<file path="src/sv/dla_pkg.sv">
// ----------------------------------------------------------------------------
// dla_pkg
// Shared types and constants of the delay line audio effects block.
// ----------------------------------------------------------------------------
package dla_pkg;

  localparam int unsigned SAMPLE_W   = 16;
  localparam int unsigned COEF_W     = 18;
  localparam int unsigned DELAY_W    = 14;
  localparam int unsigned CLIP_W     = 15;
  localparam int unsigned MODE_W     = 3;
  localparam int unsigned CFG_IDX_W  = 3;
  localparam int unsigned CFG_DATA_W = 18;
  localparam int unsigned PROD_W     = COEF_W + SAMPLE_W;
  localparam int unsigned ACC_W      = PROD_W + 3;
  localparam int unsigned FRAC_W     = 14;
  localparam int unsigned Q_W        = ACC_W - FRAC_W;

  // steps of the delay reduction, enough for any depth of at least four
  localparam int unsigned RED_STEPS  = 12;
  localparam int unsigned RED_CNT_W  = 4;

  localparam logic [DELAY_W-1:0]       RST_DELAY = DELAY_W'(13230);
  localparam logic signed [COEF_W-1:0] RST_COEF_C = COEF_W'(16384);
  localparam logic [CLIP_W-1:0]        RST_CLIP = CLIP_W'(163);

  typedef enum logic [MODE_W-1:0] {
    MODE_PASS,
    MODE_FIR_ECHO,
    MODE_IIR_ECHO,
    MODE_NAT_ECHO,
    MODE_REVERB,
    MODE_BIQUAD,
    MODE_FUZZ
  } mode_t;

  typedef enum logic [CFG_IDX_W-1:0] {
    REG_MODE,
    REG_DELAY,
    REG_COEF_C,
    REG_COEF_P1,
    REG_COEF_P2,
    REG_COEF_O1,
    REG_COEF_O2,
    REG_CLIP
  } cfg_reg_t;

  typedef enum logic [2:0] {
    ST_IDLE,
    ST_CLEAR,
    ST_READ1,
    ST_READ2,
    ST_SUM,
    ST_DONE
  } state_t;

  typedef struct packed {
    mode_t                     mode;
    logic signed [COEF_W-1:0]  coef_c;
    logic signed [COEF_W-1:0]  coef_p1;
    logic signed [COEF_W-1:0]  coef_p2;
    logic signed [COEF_W-1:0]  coef_o1;
    logic signed [COEF_W-1:0]  coef_o2;
    logic [CLIP_W-1:0]         clip;
  } cfg_t;

  typedef struct packed {
    state_t st;
    logic   fwd;
  } mac_ctrl_t;

endpackage

</file>
<file path="src/sv/dla_mac.sv">
// ----------------------------------------------------------------------------
// dla_mac
// Two multiply lanes and an accumulator, then rounding and saturation.
// ----------------------------------------------------------------------------
module dla_mac (
  input  logic                               clk,
  input  dla_pkg::mac_ctrl_t                 ctrl,
  input  dla_pkg::cfg_t                      cfg,
  input  logic signed [dla_pkg::SAMPLE_W-1:0] x,
  input  logic signed [dla_pkg::SAMPLE_W-1:0] in_rd,
  input  logic signed [dla_pkg::SAMPLE_W-1:0] out_rd,
  output logic signed [dla_pkg::SAMPLE_W-1:0] y
);
  import dla_pkg::*;

  localparam logic signed [ACC_W-1:0] RND = ACC_W'(1 << (FRAC_W - 1));
  localparam int unsigned XW = ACC_W - PROD_W;

  logic signed [PROD_W-1:0]   prod_a_r;
  logic signed [PROD_W-1:0]   prod_b_r;
  logic signed [ACC_W-1:0]    acc_r;
  logic signed [PROD_W-1:0]   prod_a_nxt;
  logic signed [PROD_W-1:0]   prod_b_nxt;
  logic signed [COEF_W-1:0]   coef_a;
  logic signed [COEF_W-1:0]   coef_b;
  logic signed [SAMPLE_W-1:0] data_a;
  logic signed [COEF_W-1:0]   ca1, ca2, cb1, cb2;
  logic signed [SAMPLE_W:0]   x_ext, lim, nlim;
  logic signed [SAMPLE_W-1:0] x_clip;
  logic signed [ACC_W-1:0]    a_ext, b_ext, sum;
  logic signed [Q_W-1:0]      q;
  logic signed [SAMPLE_W-1:0] sat;
  logic                       pass;

  // tap gains that each mode uses, zero for unused taps
  always_comb begin
    ca1  = '0;
    ca2  = '0;
    cb1  = '0;
    cb2  = '0;
    pass = 1'b0;
    case (cfg.mode)
      MODE_FIR_ECHO: begin
        ca1 = cfg.coef_p1;
        ca2 = cfg.coef_p2;
      end
      MODE_IIR_ECHO: cb1 = cfg.coef_o1;
      MODE_NAT_ECHO: begin
        ca1 = cfg.coef_p1;
        cb1 = cfg.coef_o1;
        cb2 = cfg.coef_o2;
      end
      MODE_REVERB: begin
        ca1 = cfg.coef_p1;
        cb1 = cfg.coef_o1;
      end
      MODE_BIQUAD: begin
        ca1 = cfg.coef_p1;
        ca2 = cfg.coef_p2;
        cb1 = cfg.coef_o1;
        cb2 = cfg.coef_o2;
      end
      MODE_FUZZ: ;
      default: pass = 1'b1;
    endcase
  end

  // fuzz clipping to the symmetric limit
  always_comb begin
    x_ext = {x[SAMPLE_W-1], x};
    lim   = $signed({2'b00, cfg.clip});
    nlim  = -lim;
    if (x_ext > lim) begin
      x_clip = lim[SAMPLE_W-1:0];
    end else if (x_ext < nlim) begin
      x_clip = nlim[SAMPLE_W-1:0];
    end else begin
      x_clip = x;
    end
  end

  always_comb begin
    coef_a = '0;
    coef_b = '0;
    data_a = in_rd;
    case (ctrl.st)
      ST_READ1: begin
        coef_a = cfg.coef_c;
        data_a = (cfg.mode == MODE_FUZZ) ? x_clip : x;
      end
      ST_READ2: begin
        coef_a = ca1;
        coef_b = cb1;
        data_a = ctrl.fwd ? x : in_rd;
      end
      ST_SUM: begin
        coef_a = ca2;
        coef_b = cb2;
      end
      default: ;
    endcase
    prod_a_nxt = coef_a * data_a;
    prod_b_nxt = coef_b * out_rd;
  end

  assign a_ext = {{XW{prod_a_r[PROD_W-1]}}, prod_a_r};
  assign b_ext = {{XW{prod_b_r[PROD_W-1]}}, prod_b_r};

  always_ff @(posedge clk) begin
    if (ctrl.st == ST_READ1 || ctrl.st == ST_READ2 || ctrl.st == ST_SUM) begin
      prod_a_r <= prod_a_nxt;
      prod_b_r <= prod_b_nxt;
    end
    if (ctrl.st == ST_READ2) begin
      acc_r <= a_ext + RND;
    end else if (ctrl.st == ST_SUM) begin
      acc_r <= acc_r + a_ext + b_ext;
    end
  end

  // rounding offset already sits in the accumulator
  always_comb begin
    sum = acc_r + a_ext + b_ext;
    q   = sum[ACC_W-1:FRAC_W];
    if (!q[Q_W-1] && (|q[Q_W-2:SAMPLE_W-1])) begin
      sat = {1'b0, {(SAMPLE_W-1){1'b1}}};
    end else if (q[Q_W-1] && !(&q[Q_W-2:SAMPLE_W-1])) begin
      sat = {1'b1, {(SAMPLE_W-1){1'b0}}};
    end else begin
      sat = q[SAMPLE_W-1:0];
    end
    y = pass ? x : sat;
  end

endmodule
</file>
<file path="config.mk">
export PLATFORM = sky130hd
export DESIGN_NAME = dla_mac
export DESIGN_NICKNAME = d
export VERILOG_FILES = /design/src/sv/dla_pkg.sv /design/src/sv/dla_mac.sv
export SDC_FILE = /design/constraint.sdc
export NUM_CORES = 2
export LEC_CHECK = 0
export BUFFER_PORTS_ARGS = -buffer_cell sky130_fd_sc_hd__buf_2
export CORE_ASPECT_RATIO = 1.1
export CORE_MARGIN = 8
export CORE_UTILIZATION = 25
export DETAILED_ROUTE_END_ITERATION = 7
export PLACE_DENSITY = 0.5
export RECOVER_POWER = 50
export SYNTH_ARGS = -nofsm -noshare
export SYNTH_HDL_FRONTEND = slang
export SYNTH_SLANG_ARGS = --single-unit
export TNS_END_PERCENT = 5
</file>
<file path="constraint.sdc">
create_clock -name clk -period 28.3 [get_ports clk]
set_clock_uncertainty 0.15 [all_clocks]
set_input_delay 8.49 -clock clk [delete_from_list [all_inputs] [get_ports clk]]
set_output_delay 8.49 -clock clk [all_outputs]
set_load 0.01 [all_outputs]
</file>
# Word-level counts from Yosys, hierarchy flattened
# Index checks and enable logic that the tools add are counted.
# op_classes
add_sub_neg	4
n_mul	2
order_cmp	2
n_eq_ne	9
muxes	16
n_reduce_logical	14
# op_table
op	n
$mux W16	7
$add A37 B34 Y37	2
$mux W37	2
$mux W18	4
$mul A18 B16 Y34	2
$pmux W18 S3	1
$pmux W18 S2	1
$add A34 B15 Y35 const B	1
$pmux W16 S2	1
$lt A16 B17 Y1	1
$neg A15 Y17	1
$gt A16 B16 Y1	1
$eq A3 B2 Y1 const B	4
$eq A3 B3 Y1 const B	4
$reduce_or A4 Y1	2
$reduce_and A7 Y1	1
$reduce_or A7 Y1	1
$reduce_or A6 Y1	1
$reduce_or A2 Y1	2
$eq A3 B1 Y1 const B	1
$logic_and A1 B1 Y1	2
$logic_not A1 Y1	2
$logic_or A1 B1 Y1	2
$reduce_bool A2 Y1	1
# word_totals
regBits	105
inputBits	161
output_inout_bits	16
wordCells	50

# Longest topological paths before layout
# logic_depth
ltp_word	8
mapped_depth	45

# Worst setup path after synthesis
# Ideal clock, no wire load.
# synth_path
kind	in2out
startpoint	input cfg[106] (netlist name)
endpoint	output y[10] (netlist name)
arrival_time_ps	9750
required_ps	19660
path_slack_ps	9910
path_stages	8
path_buffers	2
path_cell_list	inv_1 ha_1 nand2b_1 clkbuf_1 nor4b_1 a41o_2 buf_6 a21oi_2
# synth_via
elab_chain_cells	3
# synth_rtl
element	line_no	text
from (decl)	dla_mac.sv:8	input dla_pkg::cfg_t cfg,
$eq A3 B3 Y1, or another cell as far along	dla_mac.sv:42	case (cfg.mode)
$reduce_or A6 Y1 (no source line) *	--	
$mux W16 *	dla_mac.sv:132	y = pass ? x : sat;
to (decl)	dla_mac.sv:12	output logic signed [dla_pkg::SAMPLE_W-1:0] y
# Mark *: on every way between the ends. The rest lies on a longest branch, timed or not.

# Worst setup path in the final report
# layout_path
startpoint	input cfg[106] (netlist name)
endpoint	output y[3] (netlist name)
# Same word-level chain as after synthesis.

==> results.py <==
metrics = {
    "global_route": {
        "grt_max_degree": 69,
        "antenna_found_initial": 2,
        "grt_usage": 0.133,
        "grt_pass1_wl_mm": 143,
        "gr-total-overflow": 0,
        "grt_pass1_vias": 25400,
    },
    "finish": {
        "fillers": 13300,
        "final_util": 0.276,
        "fin_area_mm2": 0.0340,
        "nNetsFinal": 4516,
        "regArea_mm2": 0.00315,
        "area_growth_syn_to_layout_pct": 9.75,
        "drive_gt1_frac": 0.0845,
        "multi_input_area_mm2": 0.0248,
    },
    "outcome": {
        "status": "complete, but fails checks",
        "violations": "capacitance limit, slew limit",
    },
    "floorplanning": {
        "core_mm2": 0.123,
        "die_x_um": 352,
        "start_util": 0.252,
        "dieHeight_um": 385,
        "dieArea_mm2": 0.135,
        "core.rowCount": 135,
        "ios": 177,
    },
    "worst_hold_path": {
        "hold_path.class": "flop to flop",
    },
    "critical_path": {
        "cp.arrival_ns": 10.98,
        "startpoint": "cfg[106]",
        "crit_path_frequent_cell": "buf_2",
        "rr_startpoint": "prod_a_r[4]",
        "r2r-end": "acc_r[28]",
        "crit_fanout": 19,
        "crit_path_end_kind": "primary output",
        "path_class": "input port to primary output",
        "rr_worst_depth": 11,
        "startpoint_type": "input port",
        "crit_end": "y[3]",
        "critical-path-max-stage-delay_ns": 0.67,
        "reg2reg_slack_ns": 24.04,
        "cp_cell_sequence": "buf_2, inv_1, ha_1, nand2b_1, nor2b_1, a41o_2, a21oi_1, buf_2",
        "crit_required_ns": 19.66,
        "slowest_stage": "nand2b_1",
    },
    "clock_tree": {
        "cts_root_buf": "clkbuf_16",
        "cts_tree": "done",
        "clk_pin_slew_ns": 0.08,
        "clockBufferDepth": 2,
        "postCtsSetupBuffers": 0,
        "cts_hold_buf": 0,
        "cts.repair.resized": 0,
        "clk_latency_ns": 0.36,
        "htreeDepth": 3,
        "cts_buffers": 9,
        "cts_num_sinks": 105,
    },
    "synth": {
        "yosys-top-cells-count": "inv_1 (664), fa_1 (618), nand2_1 (349)",
        "yosysMostFrequentCell": "inv_1",
        "synthesis.nets": 4421,
        "synth_edf_count": 105,
        "avgSynthCellArea_um2": 9.11,
        "yosysTopAreaCell": "fa_1",
        "synth_warnings": 0,
        "ys_seq_elements": 105,
        "ys_top_cells_by_area": "fa_1 (40%), edfxtp_1 (10%), ha_1 (9.7%)",
        "ys_types": 90,
        "syn_inst": 3401,
        "ys.flop_type": "edfxtp_1",
        "synthArstFlopShare": 0,
        "ys_seq_area_frac": 0.102,
        "syn_area_mm2": 0.0310,
        "synth_top_cell_area_share": 0.399,
    },
    "detailed_routing": {
        "drc": 0,
        "drt-wirelength-per-cell_um": 17.4,
        "ant_nets": 0,
        "via_per_inst": 4.56,
        "drtIter0Drc": 1126,
        "via_count": 23500,
        "dr.pass1.iters": 5,
        "drt-total-wl_mm": 89.5,
    },
    "timing": {
        "min_period_over_period": 0.693,
        "layout_min_cycle_time_ns": 19.62,
        "tns_ns": 0,
        "hold_violations": 0,
        "postLayoutSetupSlackWorst_ns": 8.68,
        "worst_pin_slew_ns": 2.89,
        "relSlewSlack": -0.935,
        "slew_violations": 183,
        "fmax_ghz": 0.0510,
        "setup_viol": 0,
        "rsz0062_at_grt": "no",
    },
    "pwr": {
        "p_leak_nw": 15.2,
        "powerDensity_mw_per_mm2": 91.4,
        "max-vdd-ir-drop_v": 0.0000888,
    },
    "flow_run": {
        "maxCapViolCount": 4,
    },
    "placed_design": {
        "io_buffers": 176,
        "dpl_cell_area_mm2": 0.0337,
        "gp_congestion": 0.903,
        "dp_hpwl_mm": 74.9,
        "post-place-ws_ns": 8.52,
    },
}
[power breakdown]
part / switching, mW / internal (mW) / total [mW] / leakage [nW]
Combinational: 1.58 / 0.998 / 2.58 / 14.1
Sequential: 0.0616 / 0.322 / 0.384 / 0.979
Clock: 0.0607 / 0.0876 / 0.148 / 0.172
[metrics by stage]
stage / hold slack, ns / instances / total power [mW]
2_1_floorplan: 0.405 / 3401 / 2.18
3_3_place_gp: 0.477 / 5129 / 2.96
4_1_cts: 0.507 / 5145 / 3.13
5_1_grt: 0.530 / 5146 / 3.42
3_5_place_dp: 0.492 / 5129 / 2.96
6_report: 0.490 / 5148 / 3.11
[flip-flops by register name (all words and copies together) (netlist names)]
name / count
prod_b_r: 34
prod_a_r: 34
acc_r: 37
[layout by cell type (no fill, tap or decap), drive strengths merged, types with 9 or more instances in the layout]
cell	instances
and2	153
ha	241
o211ai	11
nand3	53
nor2b	32
or2	31
a31oi	15
a22oi	16
buf	202
and3	25
nor2	263
o31ai	10
a21oi	120
nand2b	52
nor3	46
nand4	11
fa	618
o21ai	94
xor2	32
edfxtp	105
a21o	40
a221oi	9
a22o	18
nand2	349
a211oi	14
o21a	21
xnor2	101
clkbuf	13
o21bai	15
inv	665
[layer usage]
layer	up-vias	wire length, um	track usage
met5	-	0	0
met4	0	2140	0.0308
met3	112	3500	0.0144
met2	465	46500	0.242
met1	12000	37300	0.167
li1	10900	-	-
[worst max-delay path: cells and delay by family]
kind            cells  cell delay, ns
buf+inv             3            0.37
simple gates        2            1.33
compound gates      2            0.64
fa+ha+maj           1            0.12
[layout make-up]
class / count / area share
sequential: 105 / 0.0927
multi-input combinational: 2510 / 0.731
tap: 1644 / 0.0605
timing repair buffer: 206 / 0.0322
clock buffer: 9 / 0.00662
antenna: 3 / 0.000221
clock inverter: 7 / 0.00375
inverter: 664 / 0.0733
[worst min-delay path by stage]
stage / startpoint / to / slack [ns] / depth (start not counted)
after detailed placement: prod_a_r[5] / acc_r[5] / 0.49 / 1
after global placement: prod_a_r[5] / acc_r[5] / 0.48 / 1
after CTS: prod_a_r[5] / acc_r[5] / 0.51 / 1
after global routing: prod_a_r[5] / acc_r[5] / 0.53 / 1
final: prod_a_r[5] / acc_r[5] / 0.49 / 1
after floorplan: prod_a_r[10] / acc_r[10] / 0.40 / 2
[kinds of logic (layout without fill, tap and decap cells)]
family                     count (synthesis)  after routing  synth area share
and+or+nand+nor                         1045           1045             0.159
adders and majority gates                859            859             0.497
muxes                                      3              3           0.00105
DFF                                      105            105             0.102
xor gates and xnor gates                 133            133            0.0376
other                                      0              3                 0
buffers and inverters                    786            886            0.0966
AOI/OAI and AO/OA                        470            470             0.107
(Power assumes the default switching activity.)
