--- src/sv/dla_pkg.sv ---
// ----------------------------------------------------------------------------
// dla_pkg
// Shared types and constants of the delay line audio effects block.
// ----------------------------------------------------------------------------
package dla_pkg;

  localparam int unsigned SAMPLE_W   = 16;
  localparam int unsigned COEF_W     = 18;
  localparam int unsigned DELAY_W    = 14;
  localparam int unsigned CLIP_W     = 15;
  localparam int unsigned MODE_W     = 3;
  localparam int unsigned CFG_IDX_W  = 3;
  localparam int unsigned CFG_DATA_W = 18;
  localparam int unsigned PROD_W     = COEF_W + SAMPLE_W;
  localparam int unsigned ACC_W      = PROD_W + 3;
  localparam int unsigned FRAC_W     = 14;
  localparam int unsigned Q_W        = ACC_W - FRAC_W;

  // steps of the delay reduction, enough for any depth of at least four
  localparam int unsigned RED_STEPS  = 12;
  localparam int unsigned RED_CNT_W  = 4;

  localparam logic [DELAY_W-1:0]       RST_DELAY = DELAY_W'(13230);
  localparam logic signed [COEF_W-1:0] RST_COEF_C = COEF_W'(16384);
  localparam logic [CLIP_W-1:0]        RST_CLIP = CLIP_W'(163);

  typedef enum logic [MODE_W-1:0] {
    MODE_PASS,
    MODE_FIR_ECHO,
    MODE_IIR_ECHO,
    MODE_NAT_ECHO,
    MODE_REVERB,
    MODE_BIQUAD,
    MODE_FUZZ
  } mode_t;

  typedef enum logic [CFG_IDX_W-1:0] {
    REG_MODE,
    REG_DELAY,
    REG_COEF_C,
    REG_COEF_P1,
    REG_COEF_P2,
    REG_COEF_O1,
    REG_COEF_O2,
    REG_CLIP
  } cfg_reg_t;

  typedef enum logic [2:0] {
    ST_IDLE,
    ST_CLEAR,
    ST_READ1,
    ST_READ2,
    ST_SUM,
    ST_DONE
  } state_t;

  typedef struct packed {
    mode_t                     mode;
    logic signed [COEF_W-1:0]  coef_c;
    logic signed [COEF_W-1:0]  coef_p1;
    logic signed [COEF_W-1:0]  coef_p2;
    logic signed [COEF_W-1:0]  coef_o1;
    logic signed [COEF_W-1:0]  coef_o2;
    logic [CLIP_W-1:0]         clip;
  } cfg_t;

  typedef struct packed {
    state_t st;
    logic   fwd;
  } mac_ctrl_t;

endpackage

--- src/sv/dla_regs.sv ---
// ----------------------------------------------------------------------------
// dla_regs
// Configuration registers and the iterative reduction of the delay modulo
// the history depth.
// ----------------------------------------------------------------------------
module dla_regs #(
  parameter int unsigned HISTORY_DEPTH = 32768
) (
  input  logic                                clk,
  input  logic                                rst_n,
  input  logic                                cfg_we,
  input  logic [dla_pkg::CFG_IDX_W-1:0]       cfg_idx,
  input  logic [dla_pkg::CFG_DATA_W-1:0]      cfg_wdata,
  output dla_pkg::cfg_t                       cfg,
  output logic [$clog2(HISTORY_DEPTH)-1:0]    nmod,
  output logic [$clog2(HISTORY_DEPTH)-1:0]    n2mod,
  output logic                                busy,
  output logic                                clr_req
);
  import dla_pkg::*;

  localparam int unsigned AW   = $clog2(HISTORY_DEPTH);
  localparam int unsigned DSHW = AW + 1 + RED_STEPS;
  localparam logic [DSHW-1:0] DEPTH_C  = DSHW'(HISTORY_DEPTH);
  localparam logic [DSHW-1:0] DSH_INIT = DEPTH_C << (RED_STEPS - 1);

  cfg_t                 cfg_r;
  logic [DELAY_W-1:0]   red_r;
  logic [DSHW-1:0]      dsh_r;
  logic [RED_CNT_W-1:0] red_cnt_r;
  logic [AW-1:0]        n2mod_r;
  logic [DSHW-1:0]      red_ext;
  logic [DSHW-1:0]      twice;
  logic [DSHW-1:0]      twice_mod;

  assign red_ext   = DSHW'(red_r);
  assign twice     = red_ext << 1;
  assign twice_mod = (twice >= DEPTH_C) ? (twice - DEPTH_C) : twice;

  assign cfg     = cfg_r;
  assign nmod    = red_ext[AW-1:0];
  assign n2mod   = n2mod_r;
  assign busy    = (red_cnt_r != '0);
  assign clr_req = cfg_we && (cfg_reg_t'(cfg_idx) == REG_MODE);

  always_ff @(posedge clk) begin
    if (!rst_n) begin
      cfg_r.mode    <= MODE_PASS;
      cfg_r.coef_c  <= RST_COEF_C;
      cfg_r.coef_p1 <= '0;
      cfg_r.coef_p2 <= '0;
      cfg_r.coef_o1 <= '0;
      cfg_r.coef_o2 <= '0;
      cfg_r.clip    <= RST_CLIP;
      red_r         <= RST_DELAY;
      dsh_r         <= DSH_INIT;
      red_cnt_r     <= RED_CNT_W'(RED_STEPS + 1);
      n2mod_r       <= '0;
    end else if (cfg_we) begin
      case (cfg_reg_t'(cfg_idx))
        REG_MODE:    cfg_r.mode    <= mode_t'(cfg_wdata[MODE_W-1:0]);
        REG_DELAY: begin
          red_r     <= cfg_wdata[DELAY_W-1:0];
          dsh_r     <= DSH_INIT;
          red_cnt_r <= RED_CNT_W'(RED_STEPS + 1);
        end
        REG_COEF_C:  cfg_r.coef_c  <= cfg_wdata[COEF_W-1:0];
        REG_COEF_P1: cfg_r.coef_p1 <= cfg_wdata[COEF_W-1:0];
        REG_COEF_P2: cfg_r.coef_p2 <= cfg_wdata[COEF_W-1:0];
        REG_COEF_O1: cfg_r.coef_o1 <= cfg_wdata[COEF_W-1:0];
        REG_COEF_O2: cfg_r.coef_o2 <= cfg_wdata[COEF_W-1:0];
        REG_CLIP:    cfg_r.clip    <= cfg_wdata[CLIP_W-1:0];
        default: ;
      endcase
    end else if (red_cnt_r > RED_CNT_W'(1)) begin
      // restoring reduction, one shifted depth per cycle while no register is written
      if (red_ext >= dsh_r) begin
        red_r <= red_r - dsh_r[DELAY_W-1:0];
      end
      dsh_r     <= dsh_r >> 1;
      red_cnt_r <= red_cnt_r - RED_CNT_W'(1);
    end else if (red_cnt_r == RED_CNT_W'(1)) begin
      n2mod_r   <= twice_mod[AW-1:0];
      red_cnt_r <= '0;
    end
  end

endmodule

--- config.mk ---
export PLATFORM = sky130hd
export DESIGN_NAME = dla_regs
export DESIGN_NICKNAME = d
export VERILOG_FILES = /design/src/sv/dla_pkg.sv /design/src/sv/dla_regs.sv
export SDC_FILE = /design/constraint.sdc
export NUM_CORES = 1
export LEC_CHECK = 0
export BUFFER_PORTS_ARGS = -buffer_cell sky130_fd_sc_hd__buf_2
export CAP_MARGIN = 20
export CORE_MARGIN = 2
export CORE_UTILIZATION = 49
export CTS_CLUSTER_DIAMETER = 200
export DETAILED_ROUTE_END_ITERATION = 6
export GPL_TIMING_DRIVEN = 0
export MAX_ROUTING_LAYER = met4
export PLACE_DENSITY = 0.74
export SYNTH_ARGS = -nofsm -noshare
export SYNTH_HDL_FRONTEND = slang
export SYNTH_SLANG_ARGS = --single-unit
--- constraint.sdc ---
create_clock -name clk -period 3 [get_ports clk]
set_clock_uncertainty 0.1 [all_clocks]
set_input_delay 0.9 -clock clk [delete_from_list [all_inputs] [get_ports clk]]
set_output_delay 0.9 -clock clk [all_outputs]
set_load 0.1 [all_outputs]
* After elaboration in Yosys (flattened, before gate mapping)
Cells that the tools add are included.
** Operators by class
- $lt $le $gt $ge :: 3
- Reductions and logical operators :: 17
- Muxes and demuxes :: 12
- Bitwise gates (word level) :: 2
- Equality and inequality tests :: 9
- Add/subtract/negate cells :: 3
** Operator list (number)
- $mux W28 :: 3
- $mux W14 :: 4
- $ge A14 B28 Y1 :: 1
- $reduce_and A2 Y1 :: 9
- $ge A15 B16 Y1 const B :: 1
- $mux W4 :: 4
- $mux W15 :: 1
- $sub A15 B1 Y15 const B :: 1
- $sub A14 B14 Y14 :: 1
- $eq A3 B3 Y1 const B :: 4
- $eq A3 B2 Y1 const B :: 2
- $reduce_and A3 Y1 :: 2
- $eq A4 B1 Y1 const B :: 1
- $gt A4 B1 Y1 const B :: 1
- $reduce_bool A2 Y1 :: 2
- $reduce_bool A4 Y1 :: 1
- $sub A4 B1 Y4 const B :: 1
- $eq A3 B1 Y1 const B :: 1
- $logic_not A3 Y1 :: 1
- $reduce_bool A3 Y1 :: 1
- $ne A2 B1 Y1 const B :: 1
- $not A1 Y1 :: 2
- $logic_and A1 B1 Y1 :: 1
** Word-level totals
- Output and inout bits :: 140
- Register bits :: 169
- Input bits :: 24

* Longest topological paths before layout
- Depth after elaboration :: 4
- Mapped depth :: 10
- Gate-level depth less buffers :: 9

* Least setup slack after synthesis
Ideal clock, no wire load.
- Kind :: input-to-output
- From :: input cfg_we
- To :: output clr_req
- Stages on the path :: 3
- Setup slack :: -1.458 ns
- Data arrival time :: 3.458 ns
- Data required time :: 2.000 ns
- Buffers on the path :: 1
- Path through :: buf_2 nand2b_1 nor3_1
** Between the ends
- Cells in the longest elaborated chain, start to end :: 1
** RTL lines
- from (decl) :: RTL line dla_regs.sv:11 : input logic cfg_we,
- $logic_and A1 B1 Y1 :: RTL line dla_regs.sv:44 : assign clr_req = cfg_we && (cfg_reg_t'(cfg_idx) == REG_MODE);
- to (decl) :: RTL line dla_regs.sv:18 : output logic clr_req
Every way passes these cells.

* Final worst setup path
- From :: register red_r[0]
- To :: register red_r[10]
** Between the ends
- Cells in the longest elaborated chain, start to end :: 4
- Elaborated cells on any way between the ends :: 7
- Classes of those cells :: add/sub: 1; order compare: 1; mux: 3; reduce/logical: 2
** RTL lines
- from (decl) :: RTL line dla_regs.sv:28 : logic [DELAY_W-1:0] red_r;
- from (signal assigned) :: RTL line dla_regs.sv:63 : red_r <= cfg_wdata[DELAY_W-1:0];
- from (signal assigned) :: RTL line dla_regs.sv:78 : red_r <= red_r - dsh_r[DELAY_W-1:0];
- $sub A14 B14 Y14 :: RTL line dla_regs.sv:78
- $mux W14 :: RTL line dla_regs.sv:77 : if (red_ext >= dsh_r) begin
- $mux W14 :: RTL line dla_regs.sv:75 : end else if (red_cnt_r > RED_CNT_W'(1)) begin
- $mux W14 :: RTL line dla_regs.sv:59 : end else if (cfg_we) begin
Several ways; a longest one is shown, not always the timed one. The select of a mux whose other input is x is not followed.
A chain may end at the register's enable or synchronous reset.

==> results.cfg <==
[placed_design]
hpwl_mm = 15.51
placement.io_buffers = 155
place_congestion = 0.9160
place_area_sq_um = 8097

[layout]
finalInstanceArea_sq_um = 8673
fin_nets = 1129
fillCellCount = 1267
syn2layout_area_growth_pct = 22.63
drive_gt1_frac = 0.1940

[power_and_ir_drop]
internal-power_mw = 3.655
power_leakage_nw = 3.409
p_sw_mw = 1.608
ir_worst_vdd_mv = 0.4133
p_sw_frac = 0.3056
power_frac_clock = 0.400
p_comb_frac = 0.160
pwr-share-seq = 0.440
cellPowerDensity_nw_per_um2 = 606.8

[synth]
synth-xor-area-share = 0.004953
synth.area.top_cells = dfxtp_1 47%, nand2_1 15%, a21oi_1 11%
synthCells = 912
synthArstFlopShare = 0
synth_seq_cells = 167
syn-cell-area_sq_um = 7073
synth-adder-area-share = 0.03290
ys_warn_count = 0
synth_top_area_cell = dfxtp_1
synth_top_area_frac = 0.4727
synth_edf_count = 0
yosys.area_share.simple = 0.2471
ys.flop_type = dfxtp_1
synth_compound_area_frac = 0.1866
syn-mean-instance-area_sq_um = 7.756
synth_top_family_by_area = simple AND/OR/NAND/NOR gates
seq_area_frac_synth = 0.4727
synthMuxAreaShare = 0.008668
synth_cell_type_count = 61

[clocking]
insertion_delay_ns = 0.42
cts_buffer_depth = 2
cts_tree = built
cts_sinks = 167
cts_root_buffer = clkbuf_16
h-tree-depth = 4
path_clk_slew_ns = 0.07
cts_buffers = 17
cts_setup_buffers = 0
cts_hold_buf = 0

[worst_setup_path]
crit_path_end_kind = register
path_class = reg -> reg
arrival_ns = 3.16
crit_cells = 9
crit_path_start_kind = register
crit_required_ns = 3.19
r2r_cells = 9
critical-path-slowest-cell = a2111oi_1
startpoint = red_r[0]
r2r-end = red_r[10]
cp_top_family = simple AND/OR/NAND/NOR gates
reg2reg_slack_ns = 0.04
rr_startpoint = red_r[0]
crit_chain = inv_1, ha_1, fa_1, nor2b_1, o31a_1, nor3b_2, nor4_1, a2111oi_1, nor2_1
worstPathMaxFanout = 5
slowest_delay_ns = 0.55
crit_path_end = red_r[10]
worst-path-buf-inv = 1

[grt]
track_usage = 0.2801
grt_overflow = 0
antenna_found_initial = 1
grt_pass1_vias = 5991
grt_max_degree = 17
grt_pass1_wl_mm = 31.91

[sta]
setup-violations-final = 0
maxSlewViolCount = 0
fmax_ghz = 0.3374
period_minus_slack_ns = 2.964
rsz0062_at_grt = no
slew_headroom = 0.3243
tightest_slew_ns = 1.006
tns_ns = 0
hold_viol = 0
finalCritPeriodShare = 0.9881

[drt]
wl_per_cell_um = 16.68
drt_iter0_markers = 482
ant_nets = 0
vias = 7075
drt_drc_violations_left = 0
dr.pass1.iters = 5
via_per_inst = 5.532
wl_mm = 21.33

[status]
status = finished, final reports clean

[floorplan]
start_util = 0.5056
core-area_sq_um = 13990
ios = 164
rows = 43
die_h_um = 124.1
die_w_um = 124.1
die-area_sq_um = 15410

[worst_hold_path]
holdCritPathClass = reg -> reg

[flow_run]
drv_cap = 0
## logic make-up (layout without fill, tap and decap cells)
logic type                 after synthesis  after routing
AOI/OAI and AO/OA                      224            224
xor gates and xnor gates                 4              4
adders and majority gates               18             18
buffers and inverters                   78            263
DFF                                    167            167
muxes                                    6              6
other                                    1              3
and+or+nand+nor                        414            414
## timing repair
item,CTS,global route
setup endpoints to repair,5,1
gates resized for setup,2,1
pin swaps,0,0
## stage by stage
step | utilization | power (mW) | setup slack, ns | std cells | hold slack [ns]
2_1_floorplan | - | 3.007 | -0.01574 | 913 | 0.3448
3_3_place_gp | 0.5788 | 3.190 | -0.2282 | 1248 | 0.3395
5_1_grt | 0.6200 | 5.429 | 0.01895 | 1279 | 0.3670
6_report | 0.6200 | 5.263 | 0.03579 | 1279 | 0.3501
4_1_cts | 0.6198 | 5.261 | 0.01860 | 1278 | 0.3525
3_5_place_dp | 0.5788 | 3.196 | -0.1953 | 1248 | 0.3434
## final cells by class
cell class | instances | area [sq um] | area share
clock buffers | 21 | 470.5 | 0.05424
flip-flops and latches | 167 | 3351 | 0.3863
plain buffers | 57 | 250.2 | 0.02885
clock inverters | 9 | 95.09 | 0.01096
repair buffers | 155 | 778.2 | 0.08973
diodes | 1 | 2.502 | 0.0002885
multi-input cells | 668 | 3422 | 0.3945
inverters | 21 | 78.83 | 0.009088
well taps | 180 | 225.2 | 0.02597
## power by group through the flow
stage	logic (mW)	registers, mW	clock network [mW]
6_report	0.841	2.32	2.10
5_1_grt	0.890	2.32	2.22
4_1_cts	0.834	2.32	2.11
3_5_place_dp	0.831	2.37	0
3_3_place_gp	0.826	2.36	0
2_1_floorplan	0.320	2.69	0
## sequential cells by signal, summed over array words and instances, names as in the netlist
signal,count
red_cnt_r,4
n2mod,14
cfg,108
dsh_r,27
red_r,14
## worst min-delay path by stage
stage | to | depth (start not counted) | start | slack (ns)
detailed placement | n2mod[9] | 2 | n2mod[9] | 0.34
floorplan | dsh_r[24] | 2 | dsh_r[25] | 0.34
global placement | cfg[33] | 2 | cfg[33] | 0.34
global route | cfg[55] | 2 | cfg[55] | 0.37
finish | n2mod[13] | 2 | n2mod[13] | 0.35
CTS | n2mod[9] | 2 | n2mod[9] | 0.35
## worst min-delay path: cells and delay by family (launching register included)
kind,cells,cell delay [ns]
simple gates,1,0.05
compound gates,1,0.05
flops,1,0.31
## cell usage after synthesis (2+ instances only)
library cell and instances:
a2111oi_0 2, a211oi_1 4, a211oi_2 2, a21o_1 2, a21oi_1 152, a221oi_1 2
a31oi_1 2, a41oi_1 2, and2_1 2, buf_2 3, buf_4 2, buf_6 3
clkbuf_1 47, clkbuf_2 2, dfxtp_1 167, ha_1 17, inv_1 19, mux2i_1 5
nand2_1 286, nand2b_1 6, nand3_1 44, nand4_1 4, nor2_1 32, nor2b_1 5
nor3_1 13, nor3b_1 6, nor4_1 3, nor4b_1 3, o2111ai_1 6, o211ai_1 3
o21a_1 4, o21ai_0 19, o21ai_1 3, o22ai_1 2, o31a_1 5, o31ai_1 3
or3_1 4, xnor2_1 2, xor2_1 2
## layer usage
metal  vias to the layer above  GRT usage  wire, um
met1                      3301     0.3743      9523
met3                        46    0.05495      1474
met4                         0    0.09410       590
met5                         -          -         0
li1                       3450          -         -
met2                       278     0.4259      9741
## layout by cell type (no fill, tap or decap), drive strengths merged, types with 17 or more instances in the layout
cell and n:
inv 22, clkbuf 70, nand2 286, o21ai 23, buf 163, nand3 44, ha 17, a21oi 152
dfxtp 167, nor2 33
Note: power is estimated with default switching activity, not from simulation.
